===== config.mk =====
export PLATFORM = sky130hd
export DESIGN_NAME = res_cell
export DESIGN_NICKNAME = d
export VERILOG_FILES = /design/src/rtl/res_pkg.sv /design/src/rtl/res_cell.sv
export SDC_FILE = /design/constraint.sdc
export NUM_CORES = 1
export LEC_CHECK = 0
export BUFFER_PORTS_ARGS = -buffer_cell sky130_fd_sc_hd__buf_2
export CORE_MARGIN = 3
export CORE_UTILIZATION = 41
export CTS_CLUSTER_DIAMETER = 120
export DETAILED_ROUTE_END_ITERATION = 10
export GPL_TIMING_DRIVEN = 0
export HOLD_SLACK_MARGIN = 0.03
export PLACE_DENSITY = 0.87
export REMOVE_ABC_BUFFERS = 1
export SYNTH_ARGS = -nofsm -noshare
export SYNTH_HDL_FRONTEND = slang
export SYNTH_SLANG_ARGS = --single-unit

===== constraint.sdc =====
create_clock -name clk_i -period 2.5 [get_ports clk_i]
set_input_delay 0.375 -clock clk_i [delete_from_list [all_inputs] [get_ports clk_i]]
set_output_delay 0.375 -clock clk_i [all_outputs]
set_load 0.01 [all_outputs]

===== src/rtl/res_pkg.sv =====
package res_pkg;
  typedef enum logic [2:0] {
    ST_LOAD,
    ST_SCAN,
    ST_DEL,
    ST_EMIT
  } res_state_e;

  typedef struct packed {
    logic shift;
    logic del_en;
    logic emit;
  } res_ctrl_t;
endpackage


===== src/rtl/res_cell.sv =====
module res_cell #(
  parameter int unsigned IDX_W = 12,
  parameter int unsigned ERR_W = 24
) (
  input  logic                    clk_i,
  input  logic                    rst_ni,
  input  res_pkg::res_ctrl_t      ctrl_i,
  input  logic                    at_del_i,
  input  logic                    past_del_i,
  input  logic                    load_i,
  input  logic [IDX_W-1:0]        load_idx_i,
  input  logic signed [ERR_W-1:0] load_err_i,
  input  logic [IDX_W-1:0]        next_idx_i,
  input  logic signed [ERR_W-1:0] next_err_i,
  output logic [IDX_W-1:0]        idx_o,
  output logic signed [ERR_W-1:0] err_o
);
  import res_pkg::*;

  logic [IDX_W-1:0]        idx_q;
  logic signed [ERR_W-1:0] err_q;

  always_ff @(posedge clk_i) begin
    if (load_i) begin
      idx_q <= load_idx_i;
      err_q <= load_err_i;
    end else if (ctrl_i.emit || (ctrl_i.del_en && (at_del_i || past_del_i))) begin
      idx_q <= next_idx_i;
      err_q <= next_err_i;
    end
  end

  assign idx_o = idx_q;
  assign err_o = err_q;

  logic unused;
  assign unused = ctrl_i.shift ^ rst_ni;
endmodule


### Word level (Yosys, flattened, before mapping)

Cells that the tools add are included.

| operators by class | value |
|---|---|
| mux-type cells | 4 |
| reduce and logical (&&, ||, !) cells | 4 |

Operator list:

| cell | count |
|---|---|
| $mux 24 | 2 |
| $mux 12 | 2 |
| $logic_or 1x1->1 | 2 |
| $reduce_bool 2->1 | 1 |
| $logic_and 1x1->1 | 1 |

| word-level totals | value |
|---|---|
| register bits after elaboration | 36 |
| input port bits | 80 |
| logic and storage cells | 10 |

### Logic depth before layout (Yosys ltp)

Gate-level depths: netlist of run 1.

| logic depth | value |
|---|---|
| depth in word-level cells | 5 |
| mapped depth | 4 |
| depth with buffers taken out | 2 |

### Worst setup path before layout of run 1

OpenSTA, ideal clock, no wires.

| timing path | value |
|---|---|
| path type | input-to-reg |
| start | input port load_i |
| end | register err_q[0], in the netlist err_o[0], enable pin |
| data arrival time | 1.489 ns |
| path slack | 0.617 ns |
| stages on the path | 4 |
| path buffers | 2 |
| path through | buf_6 buf_12 nor2_1 nand2_1 |

| between the ends | value |
|---|---|
| longest elaborated chain between the ends | 1 |

Ends and longest elaborated chain:

| element | RTL line | text |
|---|---|---|
| start, declared | res_cell.sv:10 | `input logic load_i,` |
| $reduce_bool 2->1 (no source line) | -- |  |
| end signal, assigned | res_cell.sv:26 | `err_q <= load_err_i;` |
| end signal, assigned | res_cell.sv:29 | `err_q <= next_err_i;` |
| end, declared | res_cell.sv:21 | `logic signed [ERR_W-1:0] err_q;` |

Every way passes these cells.
A chain may end at the register's enable or synchronous reset.

### Final worst setup path of run 1

| timing path | value |
|---|---|
| start | input port load_i |
| end | register idx_q[7], in the netlist idx_o[7], enable pin |

| between the ends | value |
|---|---|
| longest elaborated chain between the ends | 1 |

Ends and longest elaborated chain:

| element | RTL line | text |
|---|---|---|
| $reduce_bool 2->1 (no source line) | -- |  |
| end signal, assigned | res_cell.sv:25 | `idx_q <= load_idx_i;` |
| end signal, assigned | res_cell.sv:28 | `idx_q <= next_idx_i;` |
| end, declared | res_cell.sv:20 | `logic [IDX_W-1:0] idx_q;` |

Every way passes these cells.

==> impl_metrics.ini, run 1 <==
[timing]
setup_viol = 0
finalCritPeriodShare_pct = 85.1
rsz0062_at_grt = no
fmax_mhz = 470
setup_slack_ps = 373
relSlewSlack_pct = 28.5
min_period_ps = 2130
timing.hold.ws_ps = 391
worstMarginPinSlew_ps = 1070
tns_ps = 0
finalMaxSlewViolations = 0
timing_hold_violations_final = 0

[setup_path]
worstSetupEndpointType = flop
arrival_ps = 2110
startpoint_type = input port
crit_cells = 4
max_stage_delay_ps = 790
critical_path_class = input port to flop
critPathLaunch = load_i
endpoint = idx_o[7]
critPathBufInv = 2
path_max_fanout = 37
required_ps = 2490
cp_top_family = buffers and inverters
cp_slowest_cell = buf_2
path_cells = buf_2 > nor2_1 > nand2_1 > buf_16

[global_routing]
grt_pass1_wl_um = 5400
track_usage_pct = 14.7
grt_pass1_vias = 1202
antenna_found_initial = 0
grt.overflow.total = 0
grt_max_degree = 38

[placement]
io_buffer_count = 113
place.gp.congestion = 0.712
place_ws_ps = 37.7
dp_hpwl_um = 2820

[synth]
ys_types = 8
yosys_warnings = 0
syn_inst = 79
yosysSeqAreaShare_pct = 64.4
ys_seq_elements = 36
syn_area_per_cell_um2 = 21.3
netlist_area_um2 = 1680

[die]
dieArea_um2 = 4900
die_width_um = 70.0
core_area_um2 = 3800
floorplan.initialDensity_pct = 44.2
ioPinCount = 116
fp.dieH_um = 70.0
rows = 22

[power]
p_leak_uw = 0.00116
powerDensity_nw_per_um2 = 639
ir_drop_uv = 368

[cells_and_area]
diodes = 0
synthToLayoutAreaGrowth_pct = 41.1
fin_nets = 276
final_cell_mix = buf_2, edfxtp_1, mux2_4
layout-drive-gt1-share_pct = 79.7
layout_commonest_cell = buf_2

[route]
via_per_inst = 4.65
drc = 0
post_drt_wl_per_cell_um = 14.1
wl_um = 3450
drt-initial-drc-count = 123
num_vias = 1140
drt_pre_antenna_iters = 2
ant_nets = 0

[worst_hold_path]
min_path_type = input port to flop
min_path_cells = 2

[clock_network]
tritoncts = built
clock-sinks = 36
htreeDepth = 2
numCtsBuffers = 5
cts_resized = 0
path_clk_slew_ps = 70
postCtsSetupBuffers = 0
cts_buffer_depth = 2
postCtsHoldBufs = 0
cts_root_buffer = clkbuf_8

[run]
maxCapViolCount = 0

[outcome]
outcome = complete, no violations
-- layer usage --
metal	share of wire (%)	wire length (um)	GRT usage, %	vias to the layer above
met4	1.7	59	7.66	0
met2	59	2040	29.2	53
li1	-	-	-	542
met3	7.8	270	3.74	5
met1	31	1080	13.1	540
met5	0	0	0	-
-- power by group --
part / switching, uW / internal, uW / leakage (uW) / total [uW]
clock network: 190 / 296 / 0.0000552 / 486
registers: 16.1 / 743 / 0.000372 / 759
logic: 114 / 154 / 0.000728 / 268
total: 320 / 1190 / 0.00116 / 1510
-- cell usage after synthesis --
library cell,instances,area [um^2]
buf_12,3,60.1
edfxtp_1,36,1080
o21ai_0,1,5.00
nand2_1,1,3.75
mux2_4,29,435
buf_6,1,11.3
nor2_1,1,3.75
mux2_2,7,78.8
-- per-stage QoR --
stage | util (%) | power, uW | cells | cell area [um^2]
global route | 62.4 | 1580 | 245 | 2370
finish | 62.4 | 1510 | 245 | 2370
floorplan | - | 891 | 75 | 1610
global placement | 58.8 | 1030 | 236 | 2230
CTS | 62.4 | 1540 | 245 | 2370
detailed placement | 59.5 | 1050 | 237 | 2260
-- how the worst min path moves through the flow --
stage | to | startpoint
finish | err_o[8] | load_err_i[8]
global placement | idx_o[8] | next_idx_i[8]
global route | err_o[5] | load_err_i[5]
detailed placement | err_o[5] | load_err_i[5]
CTS | err_o[5] | load_err_i[5]
floorplan | err_o[0] | load_err_i[0]
-- sequential cells by signal (all words and copies together) (netlist names) --
| name | flops |
|---|---|
| err_o | 24 |
| idx_o | 12 |
-- final cells by class --
cell class | instances | area [um^2]
Clock buffer | 6 | 72.6
Multi-Input combinational cell | 39 | 527
Sequential cell | 36 | 1080
Fill cell | 310 | 1430
Clock inverter | 2 | 35.0
Timing Repair Buffer | 114 | 593
Tap cell | 48 | 60.1
-- cells by family (layout without fill, tap and decap cells) --
family / count (synthesis) / count (layout) / share of synthesized area (%)
muxes: 36 / 36 / 30.6
buffers and inverters: 4 / 122 / 4.25
DFF: 36 / 36 / 64.4
and+or+nand+nor: 2 / 2 / 0.447
AOI/OAI and AO/OA: 1 / 1 / 0.298
Note: power is estimated with default switching activity, not from simulation.
==> run 2, diff against run 1 <==
Settings changed: CELL_PAD_IN_SITES_DETAIL_PLACEMENT set to 0, CELL_PAD_IN_SITES_GLOBAL_PLACEMENT set to 1, CORE_UTILIZATION 41 to 32.
==> run 2 against run 1 <==
Compared with the run above:
- clock power is 22% lower
- setup slack worse by 75 ps
- global-route usage is 4.5 points lower
- via count is 4.9% lower
- non-clock buffer count stayed put
- critical endpoint is now idx_o[0]
- flip-flop and latch count stayed put
- largest power group unchanged
- largest cell class unchanged
- design area is 0.16% lower
- sequential power hardly changed
==> impl_metrics.ini, run 2 (same netlist as run 1, synthesis figures left out) <==
[route]
via_per_inst = 4.11
ant_nets = 0
drt-initial-drc-count = 13
wl_um = 3150
num_vias = 1084
drc = 0
post_drt_wl_per_cell_um = 11.9
drt_pre_antenna_iters = 4

[global_routing]
use_met1_pct = 10.4
track_usage_pct = 10.1
busiest_layer = met2
antenna_found_initial = 0
grt_use_met3_pct = 4.47
use_met2_pct = 18.2
grt_pass1_vias = 1065
grt_max_degree = 38
grt_pass1_wl_um = 4730
grt.overflow.total = 0

[clock_network]
cts_root_buffer = clkbuf_8
numCtsBuffers = 5
cts_resized = 0
postCtsHoldBufs = 0
cts_buffer_depth = 2
path_clk_slew_ps = 70
tritoncts = built
htreeDepth = 2
postCtsSetupBuffers = 0
clock-sinks = 36

[setup_path]
cp_slowest_cell = buf_2
arrival_ps = 2190
path_max_fanout = 37
path_cells = buf_2 > nor2_1 > nand2_1 > buf_16
startpoint_type = input port
max_stage_delay_ps = 790
required_ps = 2490
critical_path_class = input port to flop
worstSetupEndpointType = flop

[timing]
setup_viol = 0
rsz0062_at_grt = no
worstMarginPinSlew_ps = 1060
finalCritPeriodShare_pct = 88.1
fmax_mhz = 454
finalMaxSlewViolations = 0
timing_hold_violations_final = 0
relSlewSlack_pct = 29.1
min_period_ps = 2200

[die]
floorplan.initialDensity_pct = 34.4
ioPinCount = 116
fp.dieH_um = 78.4
dieArea_um2 = 6150
die_width_um = 78.4
core_area_um2 = 4880
rows = 25

[cells_and_area]
fin_util_pct = 48.5
final_cell_mix = buf_2, edfxtp_1, mux2_4
largest_reg_flops = 24
fill_cells = 442
multi_input_area_um2 = 527
layout_commonest_cell = buf_2
layout-drive-gt1-share_pct = 78.7
diodes = 0
design_area_um2 = 2360
ff_latch_area_um2 = 1080
fin_nets = 276
synthToLayoutAreaGrowth_pct = 40.8

[placement]
postPlaceCellArea_um2 = 2280
io_buffer_count = 113
dp_hpwl_um = 2510
place.gp.congestion = 0.694

[power]
ir_drop_uv = 216
p_total_uw = 1400
p_leak_uw = 0.00114
powerDensity_nw_per_um2 = 593

[outcome]
outcome = complete, no violations

[worst_hold_path]
min_path_type = input port to flop

[run]
maxCapViolCount = 0
## run 2: changes by cell type in the layout (fill, tap and decap cells not counted), sizes merged
cell and delta:
clkbuf +1, bufinv -1
## run 2: per-layer routing
layer,up-vias,share of wire (%)
li1,540,-
met1,466,38
met2,73,49
met3,5,12
met4,0,1.3
met5,-,0
## run 2: stage by stage
step | hold WS [ps] | setup TNS (ps) | setup WS (ps) | cells
floorplan | 592 | 0 | 854 | 75
global placement | 676 | -11320 | -316 | 255
detailed placement | 678 | -980 | -52.7 | 256
CTS | 380 | 0 | 247 | 264
global route | 382 | 0 | 125 | 264
finish | 390 | 0 | 299 | 264
## run 2: area by class of cell
cell class / count / area share (%)
sequential: 36 / 45.7
timing repair buffer: 114 / 25.1
multi-input combinational: 39 / 22.3
tap: 67 / 3.54
clock buffer: 7 / 3.23
clock inverter: 1 / 0.159
## run 2: worst paths after layout
path,startpoint,to,slack (ps),depth (start not counted)
setup / recovery,load_i,idx_o[0],300,4
hold / removal,load_err_i[0],err_o[0],390,2
## run 2: power by group
group	leakage, uW	switching [uW]	internal [uW]
Combinational	0.000728	113	154
Sequential	0.000372	13.2	743
Clock	0.0000399	186	194
## run 2: worst max-delay path: cells and delay by family
family,cells,cell delay [ps]
buffers and inverters,2,1030
AND/OR/NAND/NOR,2,770
==> run 3, diff against run 2 <==
==> constraint.sdc (replaced) <==
create_clock -name clk_i -period 2.5 [get_ports clk_i]
set_input_delay 0 -clock clk_i [delete_from_list [all_inputs] [get_ports clk_i]]
set_output_delay 0 -clock clk_i [all_outputs]
set_load 0.01 [all_outputs]
==> run 3 against run 2 <==
Compared with the run above:
- critical endpoint unchanged
- cell count increased by 27%
- utilization grew 15 points
- via count grew 25%
- sequential power barely moved
- die area unchanged
- flip-flop and latch count stayed put
- design area increased by 30%
- sequential share of layout area shrank 11 points
- largest cell class is now non-clock buffers
- routed wire length grew 31%
- clock power about the same
- first-iteration DRC count is 38% higher
==> impl_metrics.ini, run 3 (same netlist as run 1, synthesis figures left out) <==
[outcome]
outcome = complete, no violations

[timing]
relSlewSlack_pct = 28.6
setup_viol = 0
worstMarginPinSlew_ps = 1070
setup_slack_ps = 668
min_period_ps = 1830
rsz0062_at_grt = no
finalMaxSlewViolations = 0
timing_hold_violations_final = 0
finalCritPeriodShare_pct = 73.3
tns_ps = 0
fmax_mhz = 546

[die]
core_area_um2 = 4880
ioPinCount = 116
fp.dieH_um = 78.4
rows = 25
dieArea_um2 = 6150
floorplan.initialDensity_pct = 34.4
die_width_um = 78.4

[clock_network]
cts_root_buffer = clkbuf_8
tritoncts = built
cts_buffer_depth = 2
cts_resized = 0
htreeDepth = 2
numCtsBuffers = 5
path_clk_slew_ps = 60
clock-sinks = 36

[cells_and_area]
fill_cells = 378
diodes = 0
layout_commonest_cell = buf_2
ff_latch_area_um2 = 1080
final_cell_mix = buf_2, dlygate4sd3_1, edfxtp_1
layout-drive-gt1-share_pct = 57.8
design_area_um2 = 3080
synthToLayoutAreaGrowth_pct = 83.2
multi_input_area_um2 = 527
largest_reg_flops = 24
fin_nets = 347

[route]
post_drt_wl_per_cell_um = 12.4
num_vias = 1357
via_per_inst = 4.05
wl_um = 4140
drt-initial-drc-count = 18
drc = 0
ant_nets = 0
drt_pre_antenna_iters = 3

[global_routing]
grt.overflow.total = 0
use_met1_pct = 12.9
grt_pass1_vias = 1452
grt_max_degree = 38
use_met2_pct = 28.3
busiest_layer = met2
grt_pass1_wl_um = 6500
track_usage_pct = 14.0
grt_use_met3_pct = 4.93
antenna_found_initial = 0

[run]
maxCapViolCount = 0

[placement]
postPlaceCellArea_um2 = 2280
io_buffer_count = 113
dp_hpwl_um = 2510
place.gp.congestion = 0.694
place_ws_ps = 322

[setup_path]
path_max_fanout = 37
startpoint_type = input port
arrival_ps = 1820
required_ps = 2490
worstSetupEndpointType = flop
critical_path_class = input port to flop

[power]
powerDensity_nw_per_um2 = 491
power_frac_comb_pct = 24.9
seqPwrFrac_pct = 50.1
ir_drop_uv = 232
clkPwrFrac_pct = 25.0
intPower_uw = 1180
p_leak_uw = 0.00144
netSwitchingPower_uw = 330
p_sw_share_pct = 21.9

[worst_hold_path]
min_path_type = input port to flop
run 3: stage by stage:
stage	util [%]	std cells	power (uW)	hold WS (ps)
detailed placement	46.8	256	1040	303
CTS	63.0	335	1530	31.6
global placement	46.3	255	1030	301
global route	63.0	335	1590	43.2
floorplan	-	75	891	217
finish	63.0	335	1510	45.3
run 3: layout make-up:
type                    count  area share [%]
repair buffers            185            42.4
flip-flops and latches     36            35.2
multi-input cells          39            17.1
well taps                  67            2.73
clock buffers               7            2.48
clock inverters             1           0.122
run 3: critical path: stages:
cell and delay, ps:
buf_2 800, nor2_1 120, nand2_1 660, buf_16 240
run 3: final timing paths:
check	from	end	slack [ps]	cells after the start
worst max-delay path	load_i	idx_o[0]	670	4
worst min-delay path	load_err_i[21]	err_o[21]	50	2
run 3: power groups by stage:
stage	logic [uW]	registers (uW)	clock network, uW
floorplan	78.3	813	0
global placement	264	769	0
detailed placement	272	770	0
CTS	375	757	396
global route	406	764	416
finish	376	758	377
run 3: repair_timing:
item                      4_1_cts  5_1_grt
hold endpoints to repair       36        0
buffers inserted                0        0
hold buffers                   71        0
run 3: routing by layer:
layer,share of wire (%),up-vias
met5,0,-
met4,1.0,0
met3,8.6,5
met2,56,71
met1,35,599
li1,-,682
